==> config.mk <==
export PLATFORM = sky130hd
export DESIGN_NAME = obl_ram
export DESIGN_NICKNAME = d
export VERILOG_FILES = /design/src/design/obl_ram.sv
export SDC_FILE = /design/constraint.sdc
export NUM_CORES = 1
export LEC_CHECK = 0
export CAP_MARGIN = 30
export CORE_MARGIN = 3
export CORE_UTILIZATION = 46
export DETAILED_ROUTE_END_ITERATION = 8
export DONT_BUFFER_PORTS = 1
export HOLD_SLACK_MARGIN = 0.1
export PLACE_DENSITY = 0.7
export RECOVER_POWER = 25
export SYNTH_ARGS = -nofsm -noshare
export SYNTH_HDL_FRONTEND = slang
export SYNTH_SLANG_ARGS = --single-unit
export TNS_END_PERCENT = 50
==> constraint.sdc <==
create_clock -name clk_i -period 2.24 [get_ports clk_i]
set_input_delay 0.112 -clock clk_i [delete_from_list [all_inputs] [get_ports clk_i]]
set_output_delay 0.112 -clock clk_i [all_outputs]
set_load 0.1 [all_outputs]
==> src/design/obl_ram.sv <==
// Generic simple dual-port RAM with one write port and one registered read port.
module obl_ram #(
  parameter int WIDTH = 8,
  parameter int DEPTH = 16
) (
  input  logic                     clk_i,
  input  logic                     we_i,
  input  logic [$clog2(DEPTH)-1:0] waddr_i,
  input  logic [WIDTH-1:0]         wdata_i,
  input  logic                     re_i,
  input  logic [$clog2(DEPTH)-1:0] raddr_i,
  output logic [WIDTH-1:0]         rdata_o
);

  logic [WIDTH-1:0] mem_q [DEPTH];
  logic [WIDTH-1:0] rdata_q;

  always_ff @(posedge clk_i) begin
    if (we_i) begin
      mem_q[waddr_i] <= wdata_i;
    end
    if (re_i) begin
      rdata_q <= mem_q[raddr_i];
    end
  end

  assign rdata_o = rdata_q;

endmodule

==> impl_metrics.yaml, run 1 <==
detailed_routing:
  vias: 2472
  drc_errors: 0
  wl_per_cell_um: 24.9
  first_pass_iters: 5
  drt_iter0_markers: 186
  wirelength_um: 10500
  viasPerCell: 5.84
  ant_nets: 0
worst_setup_path:
  cp_slowest_cell: "dlygate4sd3_1"
  worst-setup-path-type: "in -> reg"
  required_ns: 2.40
  cp-start-kind: "primary input"
  crit_chain: "dlygate4sd3_1, buf_8, mux4_1, a22oi_1, nand2_1"
  critPathMaxFanout: 13
  slowest_delay_ns: 0.80
  end_kind: "flop"
  cp.arrival_ns: 1.74
pwr:
  leakagePower_uw: 0.00201
  vdd_drop_max_mv: 0.733
  powerDensity_nw_per_um2: 955
finish:
  fin_nets: 289
  drive_above_1_share_pct: 22.3
  regArea_um2: 4080
  syn2layout_area_growth_pct: 17.7
  multi_input_area_um2: 1060
  layoutNonFillerInstCount: 423
  nFillCells: 792
  diodes: 0
placement:
  io_buffers: 0
  hpwlAfterDp_um: 6110
  gp_congestion: 0.734
  dpl.cell_count: 377
synthesis:
  yosysSeqAreaShare_pct: 78.1
  synth_cells: 229
  yosysUniqueCellTypes: 18
  syn_nets: 248
  netlist_area_um2: 5230
  ys_seq_elements: 136
  yosysWarnings: 0
  postSynthAreaPerCell_um2: 22.8
sta:
  skew_ns: 0.00420
  drv_slew: 0
  finalSetupViolCount: 0
  min_period_ns: 1.58
  slew_headroom_pct: 32.7
  fmax_ghz: 0.632
  rsz0062_at_grt: "no"
  tightest_slew_ns: 1.01
  tns_ns: 0
  finalCritPeriodShare_pct: 70.6
  hold_violations: 0
flow_run:
  drv_cap: 0
floorplanning:
  die_h_um: 113
  initial_core_util_pct: 47.6
  core_area_um2: 11000
  die_x_um: 113
  rows: 38
  fp.dieArea_um2: 12700
  pin_count: 27
global_routing:
  grtUsageMet2_pct: 27.3
  grt_max_degree: 33
  track_usage_pct: 18.2
  use_met3_pct: 5.07
  grt.met1_usage_pct: 25.2
  antenna_found_initial: 0
  grt_pass1_vias: 2552
  grt_pass1_wl_um: 16100
  grt.overflow.total: 0
  grt-busiest-layer: "met2"
clock_tree:
  cts_tree: "done"
  numCtsBuffers: 17
  clk_latency_ns: 0.41
  cts_max_level: 4
  cts_buffer_depth: 2
  cts_resized: 0
  numClockSinks: 136
  clkTransAtPathRegs_ns: 0.06
  cts_root_buf: "clkbuf_16"
  postCtsSetupBuffers: 0
run_status:
  run_status: "complete, no violations"
min_path:
  hold_path_class: "in -> reg"
## cell usage in the layout (no fill, tap or decap), types with 7 or more instances in the layout
cell           count
clkbuf_16         17
a22oi_1           16
buf_4             11
nor2_1            13
dlygate4sd3_1     13
mux4_1            14
edfxtp_1         136
nand2_1            9
mux4_2            18
clkbuf_1           7
## per-layer routing
layer | share of wire [%] | vias to the layer above | wire [um]
met2 | 48 | 84 | 5090
met4 | 2.5 | 0 | 261
met3 | 5.8 | 16 | 609
met1 | 43 | 1302 | 4560
met5 | 0 | - | 0
li1 | - | 1070 | -
## cell type report
| type | instances | area share, % |
|---|---|---|
| sequential | 136 | 66.4 |
| timing repair buffer | 32 | 4.13 |
| multi-input combinational | 83 | 17.2 |
| clock buffer | 17 | 6.91 |
| clock inverter | 15 | 2.54 |
| tap | 140 | 2.85 |
## registers in the layout (all words and copies together) (netlist names)
register  cells
mem_q       128
rdata_o       8
## cells by family after synthesis
kind of cell           synth area share, %
DFF                                   78.1
muxes                                 14.8
buffers and inverters                 1.65
AOI/OAI and AO/OA                     2.30
and+or+nand+nor                       3.14
## through the flow
stage                     util (%)  hold WS (ns)  total power (uW)  worst slack [ns]  area (um2)
after CTS                     56.1         0.104              5930             0.285        6160
after global placement        49.6         0.212              3180             0.828        5450
after global routing          56.0         0.121              6060             0.586        6150
after floorplan                  -         0.211              3170             0.635        5230
final                         56.0         0.120              5870             0.659        6150
after detailed placement      49.6         0.212              3190             0.791        5450
## Yosys cell counts (all sizes together)
master,count,area [um2]
a22oi,16,120
and2,1,6.26
and2b,1,7.51
buf,7,56.3
clkdlybuf4s25,3,30.0
edfxtp,136,4080
mux4,32,773
nand2,9,33.8
nand2b,2,12.5
nand3,1,5.00
nand3b,2,15.0
nor2,13,48.8
nor2b,1,6.26
nor3,4,20.0
or3b,1,8.76
## critical path, delay by kind of cell
family / cells / cell delay, ns
multiplexers: 1 / 0.30
buffers and inverters: 2 / 1.03
AO/OA/AOI/OAI: 1 / 0.21
AND/OR/NAND/NOR: 1 / 0.08
## path summary, 6_finish.rpt
kind | slack, ns | end | startpoint | cells after the start
max | 0.66 | rdata_o[3] | raddr_i[1] | 5
min | 0.12 | rdata_o[2] | raddr_i[1] | 3
max reg2reg | 0.78 | rdata_o[4] | mem_q[7][4] | 3
min reg2reg | 0.74 | rdata_o[4] | mem_q[14][4] | 3
## report_power, final
group          switching [uW]  internal, uW
logic                     127           104
clock network            1040          1630
registers                96.4          2870
total                    1260          4610
## timing repair
action / CTS / global route
hold buffers: 13 / 0
endpoints found under the setup margin: 0 / 0
endpoints found under the hold margin: 175 / 0
Power figures use the tool's default switching activity.
==> inputs of run 2 (changes only) <==
--- a/config.mk
+++ b/config.mk
@@ -11,7 +11,7 @@
 export DETAILED_ROUTE_END_ITERATION = 8
 export DONT_BUFFER_PORTS = 1
 export HOLD_SLACK_MARGIN = 0.1
-export PLACE_DENSITY = 0.7
+export PLACE_DENSITY = 0.72
 export RECOVER_POWER = 25
 export SYNTH_ARGS = -nofsm -noshare
 export SYNTH_HDL_FRONTEND = slang
==> constraint.sdc (replaced) <==
create_clock -name clk_i -period 1.29 [get_ports clk_i]
set_input_delay 0.0645 -clock clk_i [delete_from_list [all_inputs] [get_ports clk_i]]
set_output_delay 0.0645 -clock clk_i [all_outputs]
set_load 0.1 [all_outputs]
==> run 2 against run 1 <==
Against the previous run: the flow now finishes with violations (setup timing); wire length fell by 6.6%; non-clock buffer count rose by 3; core utilization rose by 0.72 points; count of clock-buffer cells in the layout rose by 1; hold slack got worse by 0.071 ns; register-to-register slack got worse by 0.91 ns; clock power rose by 98%; clock skew rose by 0.0062 ns; sequential power rose by 69%; cell area rose by 1.3%; largest power group is now clock.
==> impl_metrics.yaml, run 2 (synthesis results as in run 1) <==
finish:
  multi_input_area_um2: 1060
  layout_commonest_cell: "edfxtp_1"
  layout_common_cells: "136 x edfxtp_1, 30 x mux4_2, 17 x clkbuf_16"
  syn2layout_area_growth_pct: 19.2
  largest-register: "mem_q"
  diodes: 0
  regArea_um2: 4080
  largest_reg_flops: 128
  drive_above_1_share_pct: 29.4
  fin_nets: 292
  nFillCells: 803
  fin_util_pct: 56.7
global_routing:
  grt_pass1_vias: 2582
  grt_max_degree: 33
  grt_pass1_wl_um: 15200
  track_usage_pct: 16.8
  antenna_found_initial: 0
  grt.overflow.total: 0
sta:
  fmax_ghz: 0.704
  setup_ws_ns: -0.131
  rsz0062_at_grt: "yes"
  min_period_ns: 1.42
  finalCritPeriodShare_pct: 110
  skew_ns: 0.0104
  tightest_slew_ns: 0.926
  hold_violations: 0
  drv_slew: 0
  finalSetupViolCount: 8
  slew_headroom_pct: 38.1
pwr:
  vdd_drop_max_mv: 0.851
  internal_power_uw: 8790
  power_frac_seq_pct: 46.1
  switching_power_uw: 2080
  combPwrFrac_pct: 5.2
  pwr-share-clk_pct: 48.7
  powerDensity_nw_per_um2: 1750
  leakagePower_uw: 0.00200
  p_sw_share_pct: 19.1
detailed_routing:
  wirelength_um: 9820
  viasPerCell: 5.72
  wl_per_cell_um: 23.1
  first_pass_iters: 4
  ant_nets: 0
  drt_iter0_markers: 228
  vias: 2438
  drc_errors: 0
floorplanning:
  die_x_um: 113
  fp.dieArea_um2: 12700
  initial_core_util_pct: 47.6
  die_h_um: 113
  pin_count: 27
  core_area_um2: 11000
  rows: 38
worst_setup_path:
  cp.arrival_ns: 1.57
  cp-start-kind: "flop"
  required_ns: 1.44
  end_kind: "flop"
  worst-setup-path-type: "reg -> reg"
  critPathMaxFanout: 1
clock_tree:
  cts_tree: "done"
  cts_max_level: 4
  numClockSinks: 136
  numCtsBuffers: 17
  cts_root_buf: "clkbuf_16"
  holdBufCountCts: 11
  clkTransAtPathRegs_ns: 0.06
  cts_buffer_depth: 2
  clk_latency_ns: 0.41
  postCtsSetupBuffers: 0
run_status:
  run_status: "finished with violations"
  violations: "setup timing"
placement:
  gp_congestion: 0.702
  hpwlAfterDp_um: 5710
  io_buffers: 0
  dp_slack_ns: -0.193
min_path:
  hold_path_class: "in -> reg"
flow_run:
  drv_cap: 0
## run 2: cell types whose count changed in the layout (fill, tap and decap cells not counted), moves of 2 or more
| cell | before | now |
|---|---|---|
| a22oi_2 | 0 | 8 |
| a22oi_1 | 16 | 8 |
| clkbuf_1 | 7 | 10 |
| clkinv_1 | 0 | 2 |
| mux4_2 | 18 | 30 |
| bufinv_16 | 2 | 6 |
| dlygate4sd3_1 | 13 | 11 |
| mux4_1 | 14 | 2 |
| buf_4 | 11 | 15 |
| clkinv_4 | 5 | 1 |
| clkinvlp_4 | 5 | 3 |
## run 2: final timing paths
path / startpoint / endpoint / slack (ns) / cells after the start
min: raddr_i[1] / rdata_o[2] / 0.05 / 3
max reg2reg: mem_q[11][4] / rdata_o[4] / -0.13 / 3
min reg2reg: mem_q[4][7] / rdata_o[7] / 0.76 / 3
max: mem_q[11][4] / rdata_o[4] / -0.13 / 3
## run 2: area by class of cell
class	instances	area share [%]
sequential	136	65.5
multi-input combinational	83	17.0
clock inverter	14	3.67
clock buffer	18	6.89
timing repair buffer	35	4.12
tap	140	2.81
## run 2: power groups by stage
stage	combinational [uW]	sequential, uW	clock [uW]
floorplan	261	5250	0
CTS	563	5010	5370
global placement	455	5100	0
global route	593	5020	5560
detailed placement	459	5100	0
finish	564	5010	5300
## run 2: routing by layer
layer	global-route usage, %	vias to the layer above	part of all wire, %
li1	-	1060	-
met1	23.1	1295	41
met2	25.9	79	53
met3	5.66	4	6.0
met4	4.81	0	0.63
met5	0	-	0
## run 2: timing repair
item                                    CTS  global route
endpoints found under the hold margin   176             8
resized for setup                         7             6
pin swaps                                 3             3
endpoints found under the setup margin    8             8
## run 2: worst max-delay path: stages, from the launching register on
cell,delay [ns]
edfxtp_1,0.36
mux4_2,0.50
a22oi_2,0.22
nand2_1,0.08
## run 2: through the flow
step                      hold WS (ns)  instances  instance area, um2  setup TNS, ns  power (uW)
after floorplan                  0.163        229                5220          -1.32        5510
after global placement           0.165        383                5480         -0.822        5550
after detailed placement         0.165        383                5480         -0.944        5560
after CTS                       0.0198        426                6260         -0.872       10900
after global routing            0.0404        426                6230          -1.00       11200
final                           0.0490        426                6230         -0.743       10900
==> inputs of run 3 (changes only) <==
--- a/config.mk
+++ b/config.mk
@@ -7,11 +7,11 @@
 export LEC_CHECK = 0
 export CAP_MARGIN = 30
 export CORE_MARGIN = 3
-export CORE_UTILIZATION = 46
+export CORE_UTILIZATION = 56
 export DETAILED_ROUTE_END_ITERATION = 8
 export DONT_BUFFER_PORTS = 1
 export HOLD_SLACK_MARGIN = 0.1
-export PLACE_DENSITY = 0.72
+export PLACE_DENSITY = 0.83
 export RECOVER_POWER = 25
 export SYNTH_ARGS = -nofsm -noshare
 export SYNTH_HDL_FRONTEND = slang
==> run 3 against run 2 <==
Against the previous run: the flow finishes with violations (hold timing, setup timing); fmax is 0.78% lower; combinational power rose by 3.7%; sequential share of layout area up 0.17 points; cell area fell by 0.26%; first-iteration DRC count is 27% lower; cell count decreased by 6.8%; critical path type unchanged; hold slack got worse by 0.12 ns; flip-flop and latch count is the same; core utilization is 13 points higher; power decreased by 5.1%; clock power fell by 11%; register-to-register slack about the same; critical endpoint is now rdata_o[7].
==> impl_metrics.yaml, run 3 (synthesis results as in run 1) <==
finish:
  drive_above_1_share_pct: 33.6
  diodes: 0
  layout_common_cells: "136 x edfxtp_1, 29 x mux4_2, 18 x buf_4"
  largest_reg_flops: 128
  largest-register: "mem_q"
  syn2layout_area_growth_pct: 18.9
  layout_commonest_cell: "edfxtp_1"
  nFillCells: 506
  fin_util_pct: 69.9
  fin_nets: 295
detailed_routing:
  ant_nets: 0
  vias: 2443
  viasPerCell: 6.15
  wirelength_um: 9840
  wl_per_cell_um: 24.8
  drt_iter0_markers: 166
  drc_errors: 0
  first_pass_iters: 4
clock_tree:
  numCtsBuffers: 17
  postCtsSetupBuffers: 0
  cts_max_level: 4
  cts_root_buf: "clkbuf_8"
  clk_latency_ns: 0.50
  cts_buffer_depth: 2
  cts_tree: "done"
  numClockSinks: 136
  holdBufCountCts: 14
  clkTransAtPathRegs_ns: 0.06
worst_setup_path:
  cp.arrival_ns: 1.67
  required_ns: 1.53
  critPathMaxFanout: 1
  end_kind: "flop"
  worst-setup-path-type: "reg -> reg"
  cp-start-kind: "flop"
placement:
  io_buffers: 0
  dp_slack_ns: -0.215
  gp_congestion: 0.755
  hpwlAfterDp_um: 5770
min_path:
  hold_path_class: "in -> reg"
floorplanning:
  core_area_um2: 8890
  rows: 34
  pin_count: 27
  die_h_um: 103
  die_x_um: 103
  initial_core_util_pct: 58.8
  fp.dieArea_um2: 10500
sta:
  setup_ws_ns: -0.142
  slew_headroom_pct: 36.9
  hold_violations: 8
  rsz0062_at_grt: "yes"
  finalSetupViolCount: 32
  finalCritPeriodShare_pct: 111
  min_period_ns: 1.43
  drv_slew: 0
  fmax_ghz: 0.698
  tightest_slew_ns: 0.944
  skew_ns: 0.0115
  hold_slack_ns: -0.0706
  tns_ns: -1.40
global_routing:
  track_usage_pct: 21.0
  antenna_found_initial: 0
  grt_pass1_wl_um: 15300
  grt.overflow.total: 0
  grt_max_degree: 33
  grt_pass1_vias: 2619
pwr:
  p_sw_share_pct: 21.1
  internal_power_uw: 8150
  leakagePower_uw: 0.00204
  p_total_uw: 10300
  vdd_drop_max_mv: 1.18
  powerDensity_nw_per_um2: 1660
  pwr-share-clk_pct: 45.8
  power_frac_seq_pct: 48.5
  switching_power_uw: 2170
  combPwrFrac_pct: 5.7
run_status:
  violations: "hold timing, setup timing"
  run_status: "finished with violations"
flow_run:
  drv_cap: 0
run 3: routing by layer:
metal	GRT usage [%]	part of all wire, %	routed length, um	vias up
met2	32.7	52	5130	94
met1	27.8	39	3790	1265
met5	0	0	0	-
met4	8.38	2.4	239	0
li1	-	-	-	1063
met3	7.10	6.9	677	21
run 3: worst max-delay path, stage by stage, from the launching register on:
cell      delay [ns]
edfxtp_1        0.37
mux4_2          0.47
a22oi_2         0.24
nand2_1         0.09
run 3: power by group through the flow:
stage / clock network (uW) / registers [uW] / logic (uW)
global placement: 0 / 5090 / 454
CTS: 4790 / 5010 / 582
floorplan: 0 / 5250 / 261
global route: 5020 / 5020 / 620
detailed placement: 0 / 5100 / 462
finish: 4730 / 5010 / 585
run 3: final timing paths:
| kind | end | slack [ns] | from | depth (start not counted) |
|---|---|---|---|---|
| setup reg to reg | rdata_o[7] | -0.14 | mem_q[8][7] | 3 |
| hold reg to reg | rdata_o[2] | 0.75 | mem_q[7][2] | 3 |
| setup / recovery | rdata_o[7] | -0.14 | mem_q[8][7] | 3 |
| hold / removal | rdata_o[2] | -0.07 | raddr_i[1] | 3 |
run 3: per-stage QoR:
step,instances,cell area [um2]
6_report,397,6210
5_1_grt,397,6210
3_5_place_dp,351,5440
2_1_floorplan,229,5220
4_1_cts,397,6190
3_3_place_gp,351,5440
run 3: layout make-up:
class                   count  area, um2  share of cell area [%]
clock inverters            15        178                    2.86
flip-flops and latches    136       4080                    65.7
well taps                 108        135                    2.17
clock buffers              17        414                    6.66
multi-input cells          83       1070                    17.2
repair buffers             38        335                    5.40
run 3: repair_timing:
action,CTS,global route
resized for setup,13,7
endpoints found under the hold margin,256,8
pin swaps,6,0
setup endpoints to repair,8,27
